===== config.mk =====
export PLATFORM = sky130hd
export DESIGN_NAME = prufer_sequence_decoder
export DESIGN_NICKNAME = d
export VERILOG_FILES = /design/src/rtl/pfd_pkg.sv /design/src/rtl/prufer_sequence_decoder.sv /design/src/rtl/pfd_sequencer.sv /design/src/rtl/pfd_datapath.sv
export SDC_FILE = /design/constraint.sdc
export NUM_CORES = 1
export LEC_CHECK = 0
export BUFFER_PORTS_ARGS = -buffer_cell sky130_fd_sc_hd__buf_2
export CORE_MARGIN = 2
export CORE_UTILIZATION = 45
export CTS_CLUSTER_SIZE = 8
export DETAILED_ROUTE_END_ITERATION = 16
export GPL_TIMING_DRIVEN = 0
export SLEW_MARGIN = 20
export SYNTH_ARGS = -nofsm -noshare
export SYNTH_HDL_FRONTEND = slang
export SYNTH_SLANG_ARGS = --single-unit

===== constraint.sdc =====
create_clock -name clk -period 7.3 [get_ports clk]
set_clock_uncertainty 0.15 [all_clocks]
set_input_delay 1.46 -clock clk [delete_from_list [all_inputs] [get_ports clk]]
set_output_delay 1.46 -clock clk [all_outputs]
set_load 0.05 [all_outputs]

===== src/rtl/pfd_pkg.sv =====
// shared types, constants and control word layout for the pruefer sequence decoder
`default_nettype none

package pfd_pkg;

    // fixed field widths and default vertex count
    localparam int LABEL_W          = 6;
    localparam int IN_TDATA_W       = 8;
    localparam int OUT_TDATA_W      = 16;
    localparam int MAX_VERTICES_DEF = 64;

    // microprogram steps
    typedef enum logic [3:0] {
        ST_CLR,
        ST_PREP,
        ST_LOAD,
        ST_DRAIN,
        ST_ERRW,
        ST_ERR,
        ST_SCANR,
        ST_SCANC,
        ST_SCANI,
        ST_FOUND,
        ST_PARR,
        ST_PARG,
        ST_DECW,
        ST_DEC,
        ST_NEXT
    } step_t;

    // occurrence count read source
    typedef enum logic [1:0] {
        CR_NONE,
        CR_PTR,
        CR_LABEL
    } cnt_rd_t;

    // occurrence count write kind
    typedef enum logic [1:0] {
        CW_NONE,
        CW_ZERO,
        CW_DEC
    } cnt_wr_t;

    // counter operation
    typedef enum logic [1:0] {
        PO_HOLD,
        PO_CLR,
        PO_INC
    } ctr_op_t;

    // working leaf register source
    typedef enum logic [1:0] {
        LF_HOLD,
        LF_PTR,
        LF_PAR
    } leaf_op_t;

    // result beat kind
    typedef enum logic [1:0] {
        EM_NONE,
        EM_EDGE,
        EM_ERR
    } emit_t;

    // branch conditions
    typedef enum logic [2:0] {
        CD_ALWAYS,
        CD_PTR_END,
        CD_LAST_IN,
        CD_BAD,
        CD_OUT_FREE,
        CD_CNT_ZERO,
        CD_POS_LAST,
        CD_TAKE
    } cond_t;

    // one control word of the microprogram
    typedef struct packed {
        logic     ready;
        cnt_rd_t  cr;
        cnt_wr_t  cw;
        ctr_op_t  ptr_op;
        ctr_op_t  pos_op;
        logic     seq_clr;
        logic     lbl_rd;
        logic     par_ld;
        leaf_op_t leaf_op;
        emit_t    emit;
        cond_t    cond;
        step_t    tgt_t;
        step_t    tgt_f;
    } ctrl_t;

    // datapath status seen by the sequencer
    typedef struct packed {
        logic ptr_end;
        logic last_in;
        logic bad;
        logic out_free;
        logic cnt_zero;
        logic pos_last;
        logic take;
    } stat_t;

    localparam ctrl_t CTRL_NOP = '{
        ready:   1'b0,
        cr:      CR_NONE,
        cw:      CW_NONE,
        ptr_op:  PO_HOLD,
        pos_op:  PO_HOLD,
        seq_clr: 1'b0,
        lbl_rd:  1'b0,
        par_ld:  1'b0,
        leaf_op: LF_HOLD,
        emit:    EM_NONE,
        cond:    CD_ALWAYS,
        tgt_t:   ST_CLR,
        tgt_f:   ST_CLR
    };

endpackage

`default_nettype wire


===== src/rtl/prufer_sequence_decoder.sv =====
// Pruefer sequence decoder: streaming label input, tree edge output
//
// Input stream: one vertex label per beat in s_axis_tdata, s_axis_tlast on
// the final label. Labels load at one beat per cycle into the label store.
// After the last beat the block drops s_axis_tready and decodes: each
// position gives one edge beat (leaf, parent) on the master side, with
// m_axis_tlast on the final edge. A label above the label count or too
// many labels gives a single error beat (zeros, tlast and tuser set).
// Decode is run by the microcoded sequencer sharing one port of the
// occurrence count memory. Each edge reads and loads its parent label, reads
// the parent's count, waits for a free result register, then emits the edge
// and decrements that count; a leaf from the smallest-leaf scan is found by
// reading and testing the count of each vertex the scan examines. A good
// decode ends with a setup step before the block loads again.
// After reset, and after an error beat, a clearing pass zeroes all
// MAX_VERTICES occurrence counts, then a setup step follows before
// s_axis_tready rises.
// When the receiver stalls, the result beat holds in its output register
// and the sequencer waits before writing the next one.
`default_nettype none

module prufer_sequence_decoder
    import pfd_pkg::*;
#(
    parameter int MAX_VERTICES = MAX_VERTICES_DEF
)
(
    input  wire                    clk,
    input  wire                    rst_n,
    input  wire                    s_axis_tvalid,
    output logic                   s_axis_tready,
    input  wire [IN_TDATA_W-1:0]   s_axis_tdata,  // [5:0] vertex_label, [7:6] zero
    input  wire                    s_axis_tlast,  // last_element
    output logic                   m_axis_tvalid,
    input  wire                    m_axis_tready,
    output logic [OUT_TDATA_W-1:0] m_axis_tdata,  // [5:0] leaf_vertex, [11:6] parent_vertex,
                                                  // [15:12] zero
    output logic                   m_axis_tlast,  // last_edge
    output logic                   m_axis_tuser   // bad_sequence
);

    ctrl_t              ctrl;
    stat_t              stat;
    logic [LABEL_W-1:0] leaf;
    logic [LABEL_W-1:0] parent;

    // microprogram control
    pfd_sequencer u_seq (
        .clk   (clk),
        .rst_n (rst_n),
        .stat  (stat),
        .ctrl  (ctrl)
    );

    // storage and working registers
    pfd_datapath #(
        .MAX_VERTICES (MAX_VERTICES)
    ) u_dp (
        .clk        (clk),
        .rst_n      (rst_n),
        .ctrl       (ctrl),
        .stat       (stat),
        .in_valid   (s_axis_tvalid),
        .in_ready   (s_axis_tready),
        .in_label   (s_axis_tdata[LABEL_W-1:0]),
        .in_last    (s_axis_tlast),
        .out_valid  (m_axis_tvalid),
        .out_ready  (m_axis_tready),
        .out_leaf   (leaf),
        .out_parent (parent),
        .out_last   (m_axis_tlast),
        .out_bad    (m_axis_tuser)
    );

    // pack result beat
    assign m_axis_tdata = {{(OUT_TDATA_W - 2 * LABEL_W){1'b0}}, parent, leaf};

endmodule

`default_nettype wire


===== src/rtl/pfd_sequencer.sv =====
// microcode rom, step counter and branch logic of the decoder
`default_nettype none

module pfd_sequencer
    import pfd_pkg::*;
(
    input  wire   clk,
    input  wire   rst_n,
    input  stat_t stat,
    output ctrl_t ctrl
);

    step_t step_reg;
    step_t step_next;
    logic  cond_true;

    // control store: one word per step
    function automatic ctrl_t ucode(input step_t s);
        ctrl_t c;
        c = CTRL_NOP;
        unique case (s)
            ST_CLR:
            begin
                c.cw     = CW_ZERO;
                c.ptr_op = PO_INC;
                c.cond   = CD_PTR_END;
                c.tgt_t  = ST_PREP;
                c.tgt_f  = ST_CLR;
            end
            ST_PREP:
            begin
                c.ptr_op  = PO_CLR;
                c.pos_op  = PO_CLR;
                c.seq_clr = 1'b1;
                c.tgt_t   = ST_LOAD;
                c.tgt_f   = ST_LOAD;
            end
            ST_LOAD:
            begin
                c.ready = 1'b1;
                c.cond  = CD_LAST_IN;
                c.tgt_t = ST_DRAIN;
                c.tgt_f = ST_LOAD;
            end
            ST_DRAIN:
            begin
                c.cond  = CD_BAD;
                c.tgt_t = ST_ERRW;
                c.tgt_f = ST_SCANR;
            end
            ST_ERRW:
            begin
                c.cond  = CD_OUT_FREE;
                c.tgt_t = ST_ERR;
                c.tgt_f = ST_ERRW;
            end
            ST_ERR:
            begin
                c.emit   = EM_ERR;
                c.ptr_op = PO_CLR;
                c.tgt_t  = ST_CLR;
                c.tgt_f  = ST_CLR;
            end
            ST_SCANR:
            begin
                c.cr    = CR_PTR;
                c.tgt_t = ST_SCANC;
                c.tgt_f = ST_SCANC;
            end
            ST_SCANC:
            begin
                c.cond  = CD_CNT_ZERO;
                c.tgt_t = ST_FOUND;
                c.tgt_f = ST_SCANI;
            end
            ST_SCANI:
            begin
                c.ptr_op = PO_INC;
                c.tgt_t  = ST_SCANR;
                c.tgt_f  = ST_SCANR;
            end
            ST_FOUND:
            begin
                c.leaf_op = LF_PTR;
                c.tgt_t   = ST_PARR;
                c.tgt_f   = ST_PARR;
            end
            ST_PARR:
            begin
                c.lbl_rd = 1'b1;
                c.tgt_t  = ST_PARG;
                c.tgt_f  = ST_PARG;
            end
            ST_PARG:
            begin
                c.par_ld = 1'b1;
                c.cr     = CR_LABEL;
                c.tgt_t  = ST_DECW;
                c.tgt_f  = ST_DECW;
            end
            ST_DECW:
            begin
                c.cond  = CD_OUT_FREE;
                c.tgt_t = ST_DEC;
                c.tgt_f = ST_DECW;
            end
            ST_DEC:
            begin
                c.cw     = CW_DEC;
                c.emit   = EM_EDGE;
                c.pos_op = PO_INC;
                c.cond   = CD_POS_LAST;
                c.tgt_t  = ST_PREP;
                c.tgt_f  = ST_NEXT;
            end
            ST_NEXT:
            begin
                c.leaf_op = LF_PAR;
                c.cond    = CD_TAKE;
                c.tgt_t   = ST_PARR;
                c.tgt_f   = ST_SCANI;
            end
            default:
            begin
                c = CTRL_NOP;
            end
        endcase
        return c;
    endfunction

    // step counter
    always_ff @(posedge clk or negedge rst_n)
    begin
        if (!rst_n)
        begin
            step_reg <= ST_CLR;
        end
        else
        begin
            step_reg <= step_next;
        end
    end

    // control word and branch select
    always_comb
    begin
        ctrl = ucode(step_reg);
        unique case (ctrl.cond)
            CD_ALWAYS:   cond_true = 1'b1;
            CD_PTR_END:  cond_true = stat.ptr_end;
            CD_LAST_IN:  cond_true = stat.last_in;
            CD_BAD:      cond_true = stat.bad;
            CD_OUT_FREE: cond_true = stat.out_free;
            CD_CNT_ZERO: cond_true = stat.cnt_zero;
            CD_POS_LAST: cond_true = stat.pos_last;
            CD_TAKE:     cond_true = stat.take;
            default:     cond_true = 1'b1;
        endcase
        step_next = cond_true ? ctrl.tgt_t : ctrl.tgt_f;
    end

endmodule

`default_nettype wire


===== src/rtl/pfd_datapath.sv =====
// label store, occurrence counts, pointers and result register of the decoder
`default_nettype none

module pfd_datapath
    import pfd_pkg::*;
#(
    parameter int MAX_VERTICES = MAX_VERTICES_DEF
)
(
    input  wire                clk,
    input  wire                rst_n,
    input  ctrl_t              ctrl,
    output stat_t              stat,
    input  wire                in_valid,
    output logic               in_ready,
    input  wire  [LABEL_W-1:0] in_label,
    input  wire                in_last,
    output logic               out_valid,
    input  wire                out_ready,
    output logic [LABEL_W-1:0] out_leaf,
    output logic [LABEL_W-1:0] out_parent,
    output logic               out_last,
    output logic               out_bad
);

    localparam int AW = $clog2(MAX_VERTICES);
    localparam int SD = MAX_VERTICES - 1;
    localparam int SW = (SD > 1) ? $clog2(SD) : 1;
    localparam int XW = ((AW > LABEL_W) ? AW : LABEL_W) + 1;

    // memories
    logic [AW-1:0]      cnt_mem [MAX_VERTICES];
    logic [LABEL_W-1:0] lbl_mem [SD];

    // sequence bookkeeping
    logic [AW-1:0]      elem_cnt_reg;
    logic               ovf_reg;
    logic [LABEL_W-1:0] max_reg;

    // load increment pipeline and forwarding
    logic               p_valid_reg;
    logic [AW-1:0]      p_addr_reg;
    logic               fwd_valid_reg;
    logic [AW-1:0]      fwd_addr_reg;
    logic [AW-1:0]      fwd_data_reg;

    // decode working registers
    logic [AW-1:0]      cnt_rdata_reg;
    logic [LABEL_W-1:0] lbl_rdata_reg;
    logic [AW-1:0]      ptr_reg;
    logic [AW-1:0]      pos_reg;
    logic [AW-1:0]      leaf_reg;
    logic [LABEL_W-1:0] par_reg;

    // result register
    logic               out_valid_reg;
    logic [LABEL_W-1:0] out_leaf_reg;
    logic [LABEL_W-1:0] out_par_reg;
    logic               out_last_reg;
    logic               out_bad_reg;

    logic               accept;
    logic               full;
    logic               store;
    logic               count_en;
    logic [AW-1:0]      inc_base;
    logic [AW-1:0]      inc_val;
    logic               rd_en;
    logic [AW-1:0]      rd_addr;
    logic               wr_en;
    logic [AW-1:0]      wr_addr;
    logic [AW-1:0]      wr_data;
    logic               pos_last;

    // load side handshake
    always_comb
    begin
        in_ready = ctrl.ready;
        accept   = in_valid && ctrl.ready;
        full     = (elem_cnt_reg == AW'(SD));
        store    = accept && !full;
        count_en = store && (XW'(in_label) < XW'(MAX_VERTICES));
        inc_base = (fwd_valid_reg && (fwd_addr_reg == p_addr_reg)) ? fwd_data_reg
                                                                    : cnt_rdata_reg;
        inc_val  = inc_base + AW'(1);
        pos_last = (pos_reg == (elem_cnt_reg - AW'(1)));
    end

    // count memory port select
    always_comb
    begin
        rd_en   = 1'b0;
        rd_addr = ptr_reg;
        if (count_en)
        begin
            rd_en   = 1'b1;
            rd_addr = AW'(in_label);
        end
        else
        begin
            unique case (ctrl.cr)
                CR_PTR:
                begin
                    rd_en   = 1'b1;
                    rd_addr = ptr_reg;
                end
                CR_LABEL:
                begin
                    rd_en   = 1'b1;
                    rd_addr = AW'(lbl_rdata_reg);
                end
                default:
                begin
                    rd_en   = 1'b0;
                end
            endcase
        end

        wr_en   = 1'b0;
        wr_addr = ptr_reg;
        wr_data = '0;
        if (p_valid_reg)
        begin
            wr_en   = 1'b1;
            wr_addr = p_addr_reg;
            wr_data = inc_val;
        end
        else
        begin
            unique case (ctrl.cw)
                CW_ZERO:
                begin
                    wr_en   = 1'b1;
                    wr_addr = ptr_reg;
                    wr_data = '0;
                end
                CW_DEC:
                begin
                    wr_en   = 1'b1;
                    wr_addr = AW'(par_reg);
                    wr_data = cnt_rdata_reg - AW'(1);
                end
                default:
                begin
                    wr_en   = 1'b0;
                end
            endcase
        end
    end

    // occurrence count memory
    always_ff @(posedge clk)
    begin
        if (wr_en)
        begin
            cnt_mem[wr_addr] <= wr_data;
        end
        if (rd_en)
        begin
            cnt_rdata_reg <= cnt_mem[rd_addr];
        end
    end

    // label store memory
    always_ff @(posedge clk)
    begin
        if (store)
        begin
            lbl_mem[elem_cnt_reg[SW-1:0]] <= in_label;
        end
        if (ctrl.lbl_rd)
        begin
            lbl_rdata_reg <= lbl_mem[pos_reg[SW-1:0]];
        end
    end

    // control registers
    always_ff @(posedge clk or negedge rst_n)
    begin
        if (!rst_n)
        begin
            elem_cnt_reg  <= '0;
            ovf_reg       <= 1'b0;
            max_reg       <= '0;
            p_valid_reg   <= 1'b0;
            fwd_valid_reg <= 1'b0;
            ptr_reg       <= '0;
            pos_reg       <= '0;
            out_valid_reg <= 1'b0;
        end
        else
        begin
            if (ctrl.seq_clr)
            begin
                elem_cnt_reg <= '0;
                ovf_reg      <= 1'b0;
                max_reg      <= '0;
            end
            else if (accept)
            begin
                if (full)
                begin
                    ovf_reg <= 1'b1;
                end
                else
                begin
                    elem_cnt_reg <= elem_cnt_reg + AW'(1);
                end
                if (in_label > max_reg)
                begin
                    max_reg <= in_label;
                end
            end

            p_valid_reg   <= count_en;
            fwd_valid_reg <= p_valid_reg;

            unique case (ctrl.ptr_op)
                PO_CLR:  ptr_reg <= '0;
                PO_INC:  ptr_reg <= ptr_reg + AW'(1);
                default: ptr_reg <= ptr_reg;
            endcase

            unique case (ctrl.pos_op)
                PO_CLR:  pos_reg <= '0;
                PO_INC:  pos_reg <= pos_reg + AW'(1);
                default: pos_reg <= pos_reg;
            endcase

            if (ctrl.emit != EM_NONE)
            begin
                out_valid_reg <= 1'b1;
            end
            else if (out_ready)
            begin
                out_valid_reg <= 1'b0;
            end
        end
    end

    // payload registers
    always_ff @(posedge clk)
    begin
        if (count_en)
        begin
            p_addr_reg <= AW'(in_label);
        end
        fwd_addr_reg <= p_addr_reg;
        fwd_data_reg <= inc_val;

        if (ctrl.par_ld)
        begin
            par_reg <= lbl_rdata_reg;
        end

        unique case (ctrl.leaf_op)
            LF_PTR:  leaf_reg <= ptr_reg;
            LF_PAR:  leaf_reg <= AW'(par_reg);
            default: leaf_reg <= leaf_reg;
        endcase

        unique case (ctrl.emit)
            EM_EDGE:
            begin
                out_leaf_reg <= LABEL_W'(leaf_reg);
                out_par_reg  <= par_reg;
                out_last_reg <= pos_last;
                out_bad_reg  <= 1'b0;
            end
            EM_ERR:
            begin
                out_leaf_reg <= '0;
                out_par_reg  <= '0;
                out_last_reg <= 1'b1;
                out_bad_reg  <= 1'b1;
            end
            default:
            begin
                out_leaf_reg <= out_leaf_reg;
            end
        endcase
    end

    // status to the sequencer
    always_comb
    begin
        stat.ptr_end  = (ptr_reg == AW'(MAX_VERTICES - 1));
        stat.last_in  = accept && in_last;
        stat.bad      = ovf_reg || (XW'(max_reg) > XW'(elem_cnt_reg));
        stat.out_free = !out_valid_reg || out_ready;
        stat.cnt_zero = (cnt_rdata_reg == '0);
        stat.pos_last = pos_last;
        stat.take     = (cnt_rdata_reg == AW'(1)) && (XW'(par_reg) < XW'(ptr_reg));
    end

    // result outputs
    assign out_valid  = out_valid_reg;
    assign out_leaf   = out_leaf_reg;
    assign out_parent = out_par_reg;
    assign out_last   = out_last_reg;
    assign out_bad    = out_bad_reg;

`ifndef SYNTHESIS
    // the load increment never shares the write port with a decode write
    a_wr_port_free: assert property (@(posedge clk) disable iff (!rst_n)
        p_valid_reg |-> (ctrl.cw == CW_NONE))
        else $error("count write port collision");

    // a result is only written into a free output register
    a_emit_free: assert property (@(posedge clk) disable iff (!rst_n)
        (ctrl.emit != EM_NONE) |-> !out_valid_reg)
        else $error("result overwritten before taken");

    // the leaf scan stays within the vertex range of the sequence
    a_scan_range: assert property (@(posedge clk) disable iff (!rst_n)
        (ctrl.cr == CR_PTR) |-> (ptr_reg <= elem_cnt_reg))
        else $error("leaf scan ran past the last vertex");

    // a new result beat only appears after an emit step
    a_valid_src: assert property (@(posedge clk) disable iff (!rst_n)
        $rose(out_valid_reg) |-> $past(ctrl.emit != EM_NONE))
        else $error("result valid without emit");
`endif

endmodule

`default_nettype wire


==> reports/results.tsv <==
metric	value	unit
PortBufs	26	
Commonest cells post-synth	edfxtp_1, nand2_1, nor2_1, mux4_2, nand3_1	
Final Cell Area	40000	um^2
total power	14.2	mW
first-pass GRT wire length	130000	um
Synth Register Bits	850	
Top Ports	33	
cells on worst reg2reg path	14	
die height	282	um
Routed Antenna Nets	0	
worst IR drop on VDD	0.000234	V
die area	79600	um^2
worst slew pin tran	1.22	ns
Mapped Cells	2206	
setup bufs post-CTS	0	
Die Wd	282	um
final hold slack	0.222	ns
DRT Wirelength	86800	um
Clock Latency Late Sink	0.69	ns
max incr delay on CP	0.89	ns
Post-synth EDFFs	806	
GRT overflow	0	
fill cell count	6114	
critical-path cell list	buf_4 > clkbuf_1 > nand2b_1 > nor2_1 > ha_1 > buf_1 > mux2i_1 > nor2b_1 > mux2i_1 > nand2b_1 > a31oi_1 > nand4_1 > o21ai_0 > or4_1	
via count	20000	
CTS Root Cell	clkbuf_16	
Placed Area	36800	um^2
layout cells sized above 1	0.154	
vias per cell	5.81	
Worst Setup Start Kind	register	
initial antenna violation count	2	
CTS H-Tree Depth	3	
predominant post-synthesis flop cell	edfxtp_1	
top cell type's share of synthesized area	0.695	
RSZ-0062 raised after global routing	false	
Final Critical Period	5.72	ns
Critical Path Stages	14	
most flop-heavy register	u_dp.cnt_mem	
ys async rst share	0.0376	
Starting Density	0.457	
Syn Area/Cell	15.8	um^2
largest cells by area after synthesis	edfxtp_1, mux4_2, nand2_1	
vias in the first global route	20200	
sequential area share after synthesis	0.725	
largest net degree at the start of global routing	73	
Arr. time, crit path	5.95	ns
FP Rows	101	
cell with the most instances after synthesis	edfxtp_1	
total CTS buffers	116	
number of gates resized after CTS	0	
cell taking the most area after synthesis	edfxtp_1	
Final Hold Fails	0	
area grow syn2layout	14.9	%
Min-Delay Path Depth	0	
Yosys cell types	67	
Min-Delay Path Class	reg2reg	
1st-pass router iterations	6	
# clock sinks	850	
status	finished, final reports clean	
Crit Path Category	reg2reg	
DR iter-0 viols	2235	
clock-pin slew on the worst setup and hold paths	0.06	ns
HPWL after DPL	58700	um
Worst Path Required	7.53	ns
max-cap violations	0	
CP Capture Type	register	
Slowest-stage cell, CP	mux2i_1	
nets@finish	2416	
CTS tree	yes	
Fmax	175	MHz
buffer levels on the longest clock path	3	
slew margin rel.	0.181	
non-filler instance count after layout	3443	
critical-path maximum fanout	10	
Static Leak	13.2	nW
CORE AREA	76200	um^2
DRC	0	
Yosys warnings	0	
max FFs per register	384	
Slew Viols, Final	0	
RePlAce Congestion	0.910	
fin crit share	0.783	
delay-heaviest family, CP	simple AND/OR/NAND/NOR gates	
Buf/Inv on CP	3	
mapped cell area	34800	um^2
setup violators final	0	
hold-fix buffers at CTS	0	
placed insts	3283	
PwrDens	354	nW/um^2
average wire per standard cell	25.2	um
GR Util All Layers	0.222	
[cell families after synthesis]
kind of cell,Yosys count,share of synthesized area
compound gates,221,0.0414
xor+xnor,30,0.00755
fa+ha+maj,31,0.0111
buf+inv,146,0.0191
flops,850,0.725
mux,214,0.105
other cells,1,0.000108
simple gates,713,0.0906
[layer usage]
metal | part of all wire | vias to the layer above | track usage
met3 | 0.084 | 172 | 0.0524
li1 | - | 8771 | -
met2 | 0.47 | 846 | 0.347
met5 | 0.00013 | - | 0
met1 | 0.42 | 10200 | 0.311
met4 | 0.026 | 2 | 0.0671
[worst paths after layout]
kind / start / to / slack (ns)
min: u_dp.p_valid_reg / u_dp.fwd_valid_reg / 0.22
min in group asynchronous: rst_n / u_dp.max_reg[4] / 0.73
min reg2reg: u_dp.p_valid_reg / u_dp.fwd_valid_reg / 0.22
max: u_seq.step_reg[3] / u_dp.cnt_rdata_reg[1] / 1.58
max reg2reg: u_seq.step_reg[3] / u_dp.cnt_rdata_reg[1] / 1.58
max in group asynchronous: rst_n / u_dp.ptr_reg[0] / 5.72
[final cells by class]
type,instances,area (um^2),area share
well taps,1030,1290,0.0322
inverters,32,120,0.00300
clock inverters,8,163,0.00407
clock buffers,150,3030,0.0758
diodes,1,2.50,0.0000626
repair buffers,45,587,0.0147
flip-flops and latches,850,25200,0.631
multi-input cells,1213,9010,0.225
plain buffers,114,544,0.0136
[through the flow]
step	setup TNS, ns	setup WS (ns)	util
2_1_floorplan	0	2.19	-
3_5_place_dp	0	1.70	0.483
5_1_grt	0	1.32	0.525
3_3_place_gp	-792.47	-2.90	0.475
6_report	0	1.58	0.525
4_1_cts	0	1.64	0.525
[cells in the final DEF, fill, tap and decap left out, types with 11 or more instances in the layout]
cell / count
inv_1: 31
o22ai_1: 29
mux2i_1: 84
nand2_1: 338
o21a_1: 11
ha_1: 31
a21oi_1: 61
nor4_1: 13
buf_4: 15
dfrtp_1: 32
edfxtp_1: 806
dfxtp_1: 12
clkbuf_16: 116
mux4_2: 119
nand3_1: 92
nor2b_1: 23
buf_16: 14
buf_2: 50
nor2_1: 156
buf_1: 11
nand2b_1: 17
clkbuf_1: 92
o21ai_0: 42
nor3_1: 21
a31oi_1: 14
xnor2_1: 22
nand4_1: 13
[report_power, final]
part	switching (mW)	leakage [nW]	internal (mW)
combinational	2.36	3.77	1.20
clock	1.93	1.54	2.86
sequential	0.100	7.88	5.71
total	4.39	13.2	9.76
No activity file was read; power rests on OpenSTA's default activity.
